[src/rtl/blue_pkg.sv]
`default_nettype none
// ----------------------------------------------------------------------------
// blue_pkg
// Shared types and codes for the BLUE drop-probability tracker.
// ----------------------------------------------------------------------------
package blue_pkg;

    // Field widths
    localparam int unsigned PROB_W   = 16;
    localparam int unsigned TIME_W   = 32;
    localparam int unsigned COUNT_W  = 16;
    localparam int unsigned CFG_IDX_W = 3;
    localparam int unsigned CFG_DAT_W = 32;

    // Probability of 1.0 in Q0.16
    localparam logic [PROB_W-1:0] PROB_ONE = 16'hFFFF;

    // Register indexes of the configuration port
    localparam logic [CFG_IDX_W-1:0] REG_INCREASE_STEP   = 3'd0;
    localparam logic [CFG_IDX_W-1:0] REG_DECREASE_STEP   = 3'd1;
    localparam logic [CFG_IDX_W-1:0] REG_FREEZE_INTERVAL = 3'd2;
    localparam logic [CFG_IDX_W-1:0] REG_QUEUE_LIMIT     = 3'd3;

    // Reset values of the configuration registers
    localparam logic [PROB_W-1:0]  RST_INCREASE_STEP   = 16'd1343;
    localparam logic [PROB_W-1:0]  RST_DECREASE_STEP   = 16'd16;
    localparam logic [TIME_W-1:0]  RST_FREEZE_INTERVAL = 32'd100000;
    localparam logic [COUNT_W-1:0] RST_QUEUE_LIMIT     = 16'd100;

    // Event kinds
    localparam logic MODE_ARRIVAL = 1'b0;
    localparam logic MODE_DEQUEUE = 1'b1;

    // Result codes
    typedef enum logic [2:0] {
        OUT_ACCEPTED    = 3'd0,
        OUT_PROB_DROP   = 3'd1,
        OUT_FORCED_DROP = 3'd2,
        OUT_DEQUEUED    = 3'd3,
        OUT_EMPTY       = 3'd4
    } t_outcome;

    // Configuration register set
    typedef struct packed {
        logic [PROB_W-1:0]  increase_step;
        logic [PROB_W-1:0]  decrease_step;
        logic [TIME_W-1:0]  freeze_interval;
        logic [COUNT_W-1:0] queue_limit;
    } t_cfg;

    // One event
    typedef struct packed {
        logic              mode;
        logic [TIME_W-1:0] now_time;
        logic [PROB_W-1:0] rand_u;
    } t_event;

    // One result
    typedef struct packed {
        t_outcome           outcome;
        logic [PROB_W-1:0]  drop_level;
        logic [COUNT_W-1:0] occupancy;
    } t_result;

endpackage
`default_nettype wire

[src/rtl/blue_aqm_drop_probability.sv]
`default_nettype none
// ----------------------------------------------------------------------------
// blue_aqm_drop_probability
// BLUE-style admission and drop-probability tracker for a packet queue.
// ----------------------------------------------------------------------------
// Each event word enters an input register, is resolved combinationally
// against the queue state and leaves through a result register, so one event
// per clock is sustained while m_axis_tready is held; the result word is
// presented once its event moves on from the input register, which waits
// while the result register is full and not drained. The state update loop
// (count, probability and last-update time) closes combinationally. The input
// side keeps accepting while a result waits, until both registers are full.
// Configuration is always accepted and must be written while no event is in
// flight. Probability is unsigned Q0.16 with 16'hFFFF as 1.0.
// ----------------------------------------------------------------------------
module blue_aqm_drop_probability
    import blue_pkg::*;
(
    input  wire logic                 i_clk,
    input  wire logic                 i_rst_n,
    // Configuration write channel
    input  wire logic                 i_cfg_valid,
    output logic                      o_cfg_ready,
    input  wire logic [CFG_IDX_W-1:0] i_cfg_index,
    input  wire logic [CFG_DAT_W-1:0] i_cfg_data,
    // Event stream
    input  wire logic                 s_axis_tvalid,
    output logic                      s_axis_tready,
    input  wire logic [47:0]          s_axis_tdata,  // now_time[31:0], rand_u[47:32]
    input  wire logic                 s_axis_tuser,  // mode[0]
    // Result stream
    output logic                      m_axis_tvalid,
    input  wire logic                 m_axis_tready,
    output logic [39:0]               m_axis_tdata   // outcome[2:0], drop_level[18:3],
                                                     // occupancy[34:19], zero[39:35]
);

    t_cfg    w_cfg;
    t_event  r_event;
    logic    r_in_vld;
    t_result w_result;
    t_result r_result;
    logic    r_out_vld;
    logic    w_advance;
    logic    w_in_take;

    blue_cfg_regs u_cfg (
        .i_clk       (i_clk),
        .i_rst_n     (i_rst_n),
        .i_cfg_valid (i_cfg_valid),
        .o_cfg_ready (o_cfg_ready),
        .i_cfg_index (i_cfg_index),
        .i_cfg_data  (i_cfg_data),
        .o_cfg       (w_cfg)
    );

    // Move a word when the result register is free or being drained
    assign w_advance     = r_in_vld && (!r_out_vld || m_axis_tready);
    assign s_axis_tready = !r_in_vld || w_advance;
    assign w_in_take     = s_axis_tvalid && s_axis_tready;

    // Input register
    always_ff @(posedge i_clk) begin
        if (!i_rst_n) begin
            r_in_vld <= 1'b0;
        end else if (s_axis_tready) begin
            r_in_vld <= s_axis_tvalid;
        end
    end

    always_ff @(posedge i_clk) begin
        if (w_in_take) begin
            r_event.mode     <= s_axis_tuser;
            r_event.now_time <= s_axis_tdata[31:0];
            r_event.rand_u   <= s_axis_tdata[47:32];
        end
    end

    blue_core u_core (
        .i_clk    (i_clk),
        .i_rst_n  (i_rst_n),
        .i_fire   (w_advance),
        .i_event  (r_event),
        .i_cfg    (w_cfg),
        .o_result (w_result)
    );

    // Result register
    always_ff @(posedge i_clk) begin
        if (!i_rst_n) begin
            r_out_vld <= 1'b0;
        end else if (w_advance) begin
            r_out_vld <= 1'b1;
        end else if (m_axis_tready) begin
            r_out_vld <= 1'b0;
        end
    end

    always_ff @(posedge i_clk) begin
        if (w_advance) begin
            r_result <= w_result;
        end
    end

    assign m_axis_tvalid = r_out_vld;
    assign m_axis_tdata  = {5'b0, r_result.occupancy, r_result.drop_level,
                            r_result.outcome};

endmodule
`default_nettype wire

[src/rtl/blue_cfg_regs.sv]
`default_nettype none
// ----------------------------------------------------------------------------
// blue_cfg_regs
// Configuration register file; writes to unknown indexes are ignored.
// ----------------------------------------------------------------------------
module blue_cfg_regs
    import blue_pkg::*;
(
    input  wire logic                 i_clk,
    input  wire logic                 i_rst_n,
    input  wire logic                 i_cfg_valid,
    output logic                      o_cfg_ready,
    input  wire logic [CFG_IDX_W-1:0] i_cfg_index,
    input  wire logic [CFG_DAT_W-1:0] i_cfg_data,
    output t_cfg                      o_cfg
);

    t_cfg r_cfg;
    t_cfg n_cfg;
    logic w_write;

    // Always able to take a word
    assign o_cfg_ready = 1'b1;
    assign w_write     = i_cfg_valid;

    // Decode the write
    always_comb begin
        n_cfg = r_cfg;
        if (w_write) begin
            case (i_cfg_index)
                REG_INCREASE_STEP:   n_cfg.increase_step   = i_cfg_data[PROB_W-1:0];
                REG_DECREASE_STEP:   n_cfg.decrease_step   = i_cfg_data[PROB_W-1:0];
                REG_FREEZE_INTERVAL: n_cfg.freeze_interval = i_cfg_data[TIME_W-1:0];
                REG_QUEUE_LIMIT:     n_cfg.queue_limit     = i_cfg_data[COUNT_W-1:0];
                default:             n_cfg = r_cfg;
            endcase
        end
    end

    // Hold the registers
    always_ff @(posedge i_clk) begin
        if (!i_rst_n) begin
            r_cfg.increase_step   <= RST_INCREASE_STEP;
            r_cfg.decrease_step   <= RST_DECREASE_STEP;
            r_cfg.freeze_interval <= RST_FREEZE_INTERVAL;
            r_cfg.queue_limit     <= RST_QUEUE_LIMIT;
        end else begin
            r_cfg <= n_cfg;
        end
    end

    assign o_cfg = r_cfg;

endmodule
`default_nettype wire

[src/rtl/blue_core.sv]
`default_nettype none
// ----------------------------------------------------------------------------
// blue_core
// Occupancy and drop-probability state with the per-event update rules.
// ----------------------------------------------------------------------------
module blue_core
    import blue_pkg::*;
(
    input  wire logic   i_clk,
    input  wire logic   i_rst_n,
    input  wire logic   i_fire,
    input  wire t_event i_event,
    input  wire t_cfg   i_cfg,
    output t_result     o_result
);

    logic [PROB_W-1:0]  r_drop_prob;
    logic [TIME_W-1:0]  r_last_time;
    logic [COUNT_W-1:0] r_count;
    logic [PROB_W-1:0]  n_drop_prob;
    logic [TIME_W-1:0]  n_last_time;
    logic [COUNT_W-1:0] n_count;

    logic [TIME_W-1:0]  w_elapsed;
    logic               w_thawed;
    logic [PROB_W:0]    w_sum;
    logic [PROB_W-1:0]  w_prob_up;
    logic [PROB_W-1:0]  w_prob_down;
    logic               w_full;
    logic               w_empty;
    t_outcome           w_outcome;

    // Freeze check and saturating steps
    assign w_elapsed   = i_event.now_time - r_last_time;
    assign w_thawed    = (w_elapsed >= i_cfg.freeze_interval);
    assign w_sum       = {1'b0, r_drop_prob} + {1'b0, i_cfg.increase_step};
    assign w_prob_up   = w_sum[PROB_W] ? PROB_ONE : w_sum[PROB_W-1:0];
    assign w_prob_down = (r_drop_prob < i_cfg.decrease_step) ? '0
                       : (r_drop_prob - i_cfg.decrease_step);
    assign w_full      = (r_count >= i_cfg.queue_limit);
    assign w_empty     = (r_count == '0);

    // Apply the event
    always_comb begin
        n_drop_prob = r_drop_prob;
        n_last_time = r_last_time;
        n_count     = r_count;
        w_outcome   = OUT_ACCEPTED;
        if (i_event.mode == MODE_ARRIVAL) begin
            if (w_full) begin
                if (w_thawed) begin
                    n_drop_prob = w_prob_up;
                    n_last_time = i_event.now_time;
                end
                w_outcome = (i_event.rand_u <= n_drop_prob) ? OUT_PROB_DROP
                                                            : OUT_FORCED_DROP;
            end else begin
                n_count   = r_count + 1'b1;
                w_outcome = OUT_ACCEPTED;
            end
        end else begin
            if (w_empty) begin
                if (w_thawed) begin
                    n_drop_prob = w_prob_down;
                    n_last_time = i_event.now_time;
                end
                w_outcome = OUT_EMPTY;
            end else begin
                n_count   = r_count - 1'b1;
                w_outcome = OUT_DEQUEUED;
            end
        end
    end

    // Advance the state on each event
    always_ff @(posedge i_clk) begin
        if (!i_rst_n) begin
            r_drop_prob <= '0;
            r_last_time <= '0;
            r_count     <= '0;
        end else if (i_fire) begin
            r_drop_prob <= n_drop_prob;
            r_last_time <= n_last_time;
            r_count     <= n_count;
        end
    end

    assign o_result.outcome    = w_outcome;
    assign o_result.drop_level = n_drop_prob;
    assign o_result.occupancy  = n_count;

endmodule
`default_nettype wire
[config.mk]
export PLATFORM = sky130hd
export DESIGN_NAME = blue_aqm_drop_probability
export DESIGN_NICKNAME = d
export VERILOG_FILES = /design/src/rtl/blue_pkg.sv /design/src/rtl/blue_aqm_drop_probability.sv /design/src/rtl/blue_cfg_regs.sv /design/src/rtl/blue_core.sv
export SDC_FILE = /design/constraint.sdc
export NUM_CORES = 1
export LEC_CHECK = 0
export BUFFER_PORTS_ARGS = -buffer_cell sky130_fd_sc_hd__clkbuf_2
export CAP_MARGIN = 20
export CORE_UTILIZATION = 50
export CTS_CLUSTER_DIAMETER = 120
export DETAILED_ROUTE_END_ITERATION = 10
export GPL_TIMING_DRIVEN = 0
export PLACE_DENSITY = 0.72
export REMOVE_ABC_BUFFERS = 1
export SETUP_SLACK_MARGIN = 0.2
export SYNTH_ARGS = -nofsm -noshare
export SYNTH_HDL_FRONTEND = slang
export SYNTH_SLANG_ARGS = --single-unit
[constraint.sdc]
create_clock -name i_clk -period 6.4 [get_ports i_clk]
set_clock_uncertainty 0.2 [all_clocks]
set_input_delay 0.96 -clock i_clk [delete_from_list [all_inputs] [get_ports i_clk]]
set_output_delay 0.96 -clock i_clk [all_outputs]
set_load 0.02 [all_outputs]
==> impl_metrics.ini <==
[power_and_ir_drop]
power_density_nw_per_um2 = 331
vdd_drop_max_mv = 0.254
totalPowerFinal_mw = 5.26
leakage_nw = 6.42

[grt]
grt_use_total = 0.229
grt.overflow.total = 0
grt_antenna_before_repair = 1
first_global_vias = 10600
grt_max_degree = 102
grt_pass1_wl_um = 52500

[clock_network]
cts.sinks = 230
clock_latency_ns = 0.54
root_buffer = clkbuf_16
cts_buffer_depth = 3
path_clk_slew_ns = 0.06
cts_buffers = 25
cts_hold_buf = 0
htreeDepth = 1
cts_tree = yes

[timing]
relSlewSlack = 0.116
setup-violations-final = 1
fmax_ghz = 0.154
rsz0062_at_grt = yes
drv_slew = 0
final_hold_viol_count = 0
min_period_over_period = 1.01
max_slew.worst_pin.slew_ns = 1.33
fin_ws_ns = -0.0899
min_period_ns = 6.49

[worst_setup_path]
crit_required_ns = 6.49
cp_top_family = compound AO/OA/AOI/OAI gates
critPathSlowestCell = edfxtp_1
arrival_ns = 6.58
crit_type = register to register
critical_path_buf_inv_count = 3
end_kind = register
r2r_start = r_event[17]
r2r_cells = 30
startpoint_type = register
slowest_delay_ns = 0.40
r2r_slack_ns = -0.09
cp_max_fo = 6
r2r-end = m_axis_tdata[1]
cp_common_cell = o21a_1

[min_path]
hold_class = register to register
hp-start = u_core.r_last_time[12]
worstHoldEndpoint = u_core.r_last_time[12]
hold_depth = 2

[synth]
ys.flop_type = dfxtp_1
yosysSeqAreaShare = 0.394
synthAdderAreaFrac = 0.121
async_flop_share = 0
synthCells = 1563
synth_warnings = 0
synth-edff-count = 84
synth_compound_area_frac = 0.213
synth_xor_area_frac = 0.0482
yosys-mux-area-fraction = 0.00217
synth_top_family_by_area = compound AO/OA/AOI/OAI gates
synth_cell_types = 81
synth-simple-area-share = 0.165
netlist_area_um2 = 13800
synth-seq-cells = 230
synth_area_per_cell_um2 = 8.84

[cells_and_area]
nets = 1890
fillers = 2387
area_growth_pct = 15.1
post-route-util = 0.589
diodes = 0
drive_above_1_share = 0.148

[status]
status = finished, violations left
violations = setup timing

[die]
start_util = 0.511
rows = 60
die_h_um = 168
ios = 132
dieArea_um2 = 28300
fp.dieW_um = 168
placeableCoreArea_um2 = 27000

[drt]
drc_errors = 0
routedWlPerCell_um = 16.5
postRouteAntennaNets = 0
drtPass1Iterations = 5
drt_iter0_markers = 721
wl_um = 33400
vias_per_cell = 5.62
vias = 11400

[place]
hpwlAfterDp_um = 24100
place_congestion = 0.938
port_buffers = 125

[flow_run]
drv_cap = 0
[cell usage after synthesis, types with 16 or more instances]
| cell | number | area, um2 |
|---|---|---|
| nand3_1 | 41 | 205 |
| nor2_1 | 59 | 221 |
| nand2_1 | 271 | 1020 |
| a21boi_1 | 33 | 248 |
| o211ai_1 | 19 | 143 |
| dfxtp_1 | 146 | 2920 |
| and2_1 | 21 | 131 |
| a21o_1 | 41 | 308 |
| a21oi_1 | 67 | 335 |
| ha_1 | 129 | 1610 |
| o21ai_0 | 64 | 320 |
| nor3_1 | 21 | 105 |
| xnor2_1 | 59 | 517 |
| inv_1 | 120 | 450 |
| clkbuf_1 | 55 | 206 |
| edfxtp_1 | 84 | 2520 |
| a31oi_1 | 16 | 100 |
| a21boi_0 | 68 | 510 |
| xor2_1 | 17 | 149 |
| o21a_1 | 19 | 143 |
[layout by cell type (no fill, tap or decap), types with 41 or more instances in the layout]
master	netlist	final
clkbuf_2	0	124
inv_1	120	118
nand2_1	271	271
ha_1	129	126
nor2_1	59	58
a21o_1	41	41
dfxtp_1	146	146
xnor2_1	59	58
edfxtp_1	84	84
a21oi_1	67	62
o21ai_0	64	55
a21boi_0	68	68
[registers in the layout, indices dropped and copies added, names as in the netlist]
name                cells
r_in_vld                1
m_axis_tvalid           1
m_axis_tdata           35
u_core.r_last_time     32
u_core.r_drop_prob     16
u_core.r_count         16
r_event                49
u_cfg.o_cfg            80
[kinds of logic after synthesis]
logic type | count (synthesis)
buffers and inverters | 195
xor gates and xnor gates | 76
AOI/OAI and AO/OA | 422
muxes | 3
adders and majority gates | 132
DFF | 230
and+or+nand+nor | 503
other | 2
[power breakdown]
part	leakage (nW)	switching (mW)	total [mW]	internal, mW
registers	2.00	0.0980	1.79	1.70
clock network	0.404	0.602	1.45	0.849
logic	4.02	1.17	2.02	0.846
total	6.42	1.87	5.26	3.39
[area by class of cell]
| class | instances | area, um2 | area share |
|---|---|---|---|
| Tap cell | 341 | 427 | 0.0268 |
| Sequential cell | 230 | 5450 | 0.342 |
| Timing Repair Buffer | 148 | 951 | 0.0598 |
| Clock inverter | 17 | 165 | 0.0104 |
| Clock buffer | 29 | 651 | 0.0409 |
| Multi-Input combinational cell | 1143 | 7810 | 0.491 |
| Inverter | 121 | 459 | 0.0289 |
[layer usage]
layer	GRT usage	wire length (um)	part of all wire
met1	0.303	15200	0.46
met2	0.388	15600	0.47
met3	0.0336	1770	0.053
met4	0.0672	856	0.026
met5	0	13	0.00039
[repair_timing]
| action | 4_1_cts | 5_1_grt |
|---|---|---|
| cloned | 0 | 1 |
| hold endpoints to repair | 0 | 0 |
| pin swaps | 21 | 9 |
| resized for setup | 35 | 10 |
| buffers inserted | 13 | 2 |
| endpoints found under the setup margin | 40 | 34 |
[worst reg2reg max path, delay by kind of cell, from the launching register on]
family / cells / cell delay (ns)
AO/OA/AOI/OAI: 19 / 3.62
adder cells (fa/ha/maj): 3 / 0.92
AND/OR/NAND/NOR: 4 / 0.47
buffers and inverters: 3 / 0.43
flip-flops: 1 / 0.40
XOR/XNOR: 1 / 0.21
[metrics by stage]
step                      hold slack [ns]  worst slack (ns)  TNS, ns  area, um2  cells
after CTS                           0.254           -0.0736  -0.0736      15800   2026
after global placement              0.240             -2.85  -125.02      14600   1959
final                               0.251           -0.0899  -0.0899      15900   2029
after detailed placement            0.245            -0.841    -5.87      14800   1967
after global routing                0.276            -0.422   -0.709      15900   2029
after floorplan                     0.235            -0.726    -1.30      13500   1493
[how the worst max path moves through the flow]
stage,endpoint,slack (ns),from,cells past startpoint
floorplan,m_axis_tdata[1],-0.73,r_event[16],29
global placement,m_axis_tdata[1],-2.85,r_event[16],29
detailed placement,m_axis_tdata[0],-0.84,r_event[17],26
CTS,m_axis_tdata[1],-0.07,r_event[16],32
global route,m_axis_tdata[1],-0.42,r_event[16],32
finish,m_axis_tdata[1],-0.09,r_event[17],30
No activity file was read; power rests on OpenSTA's default activity.
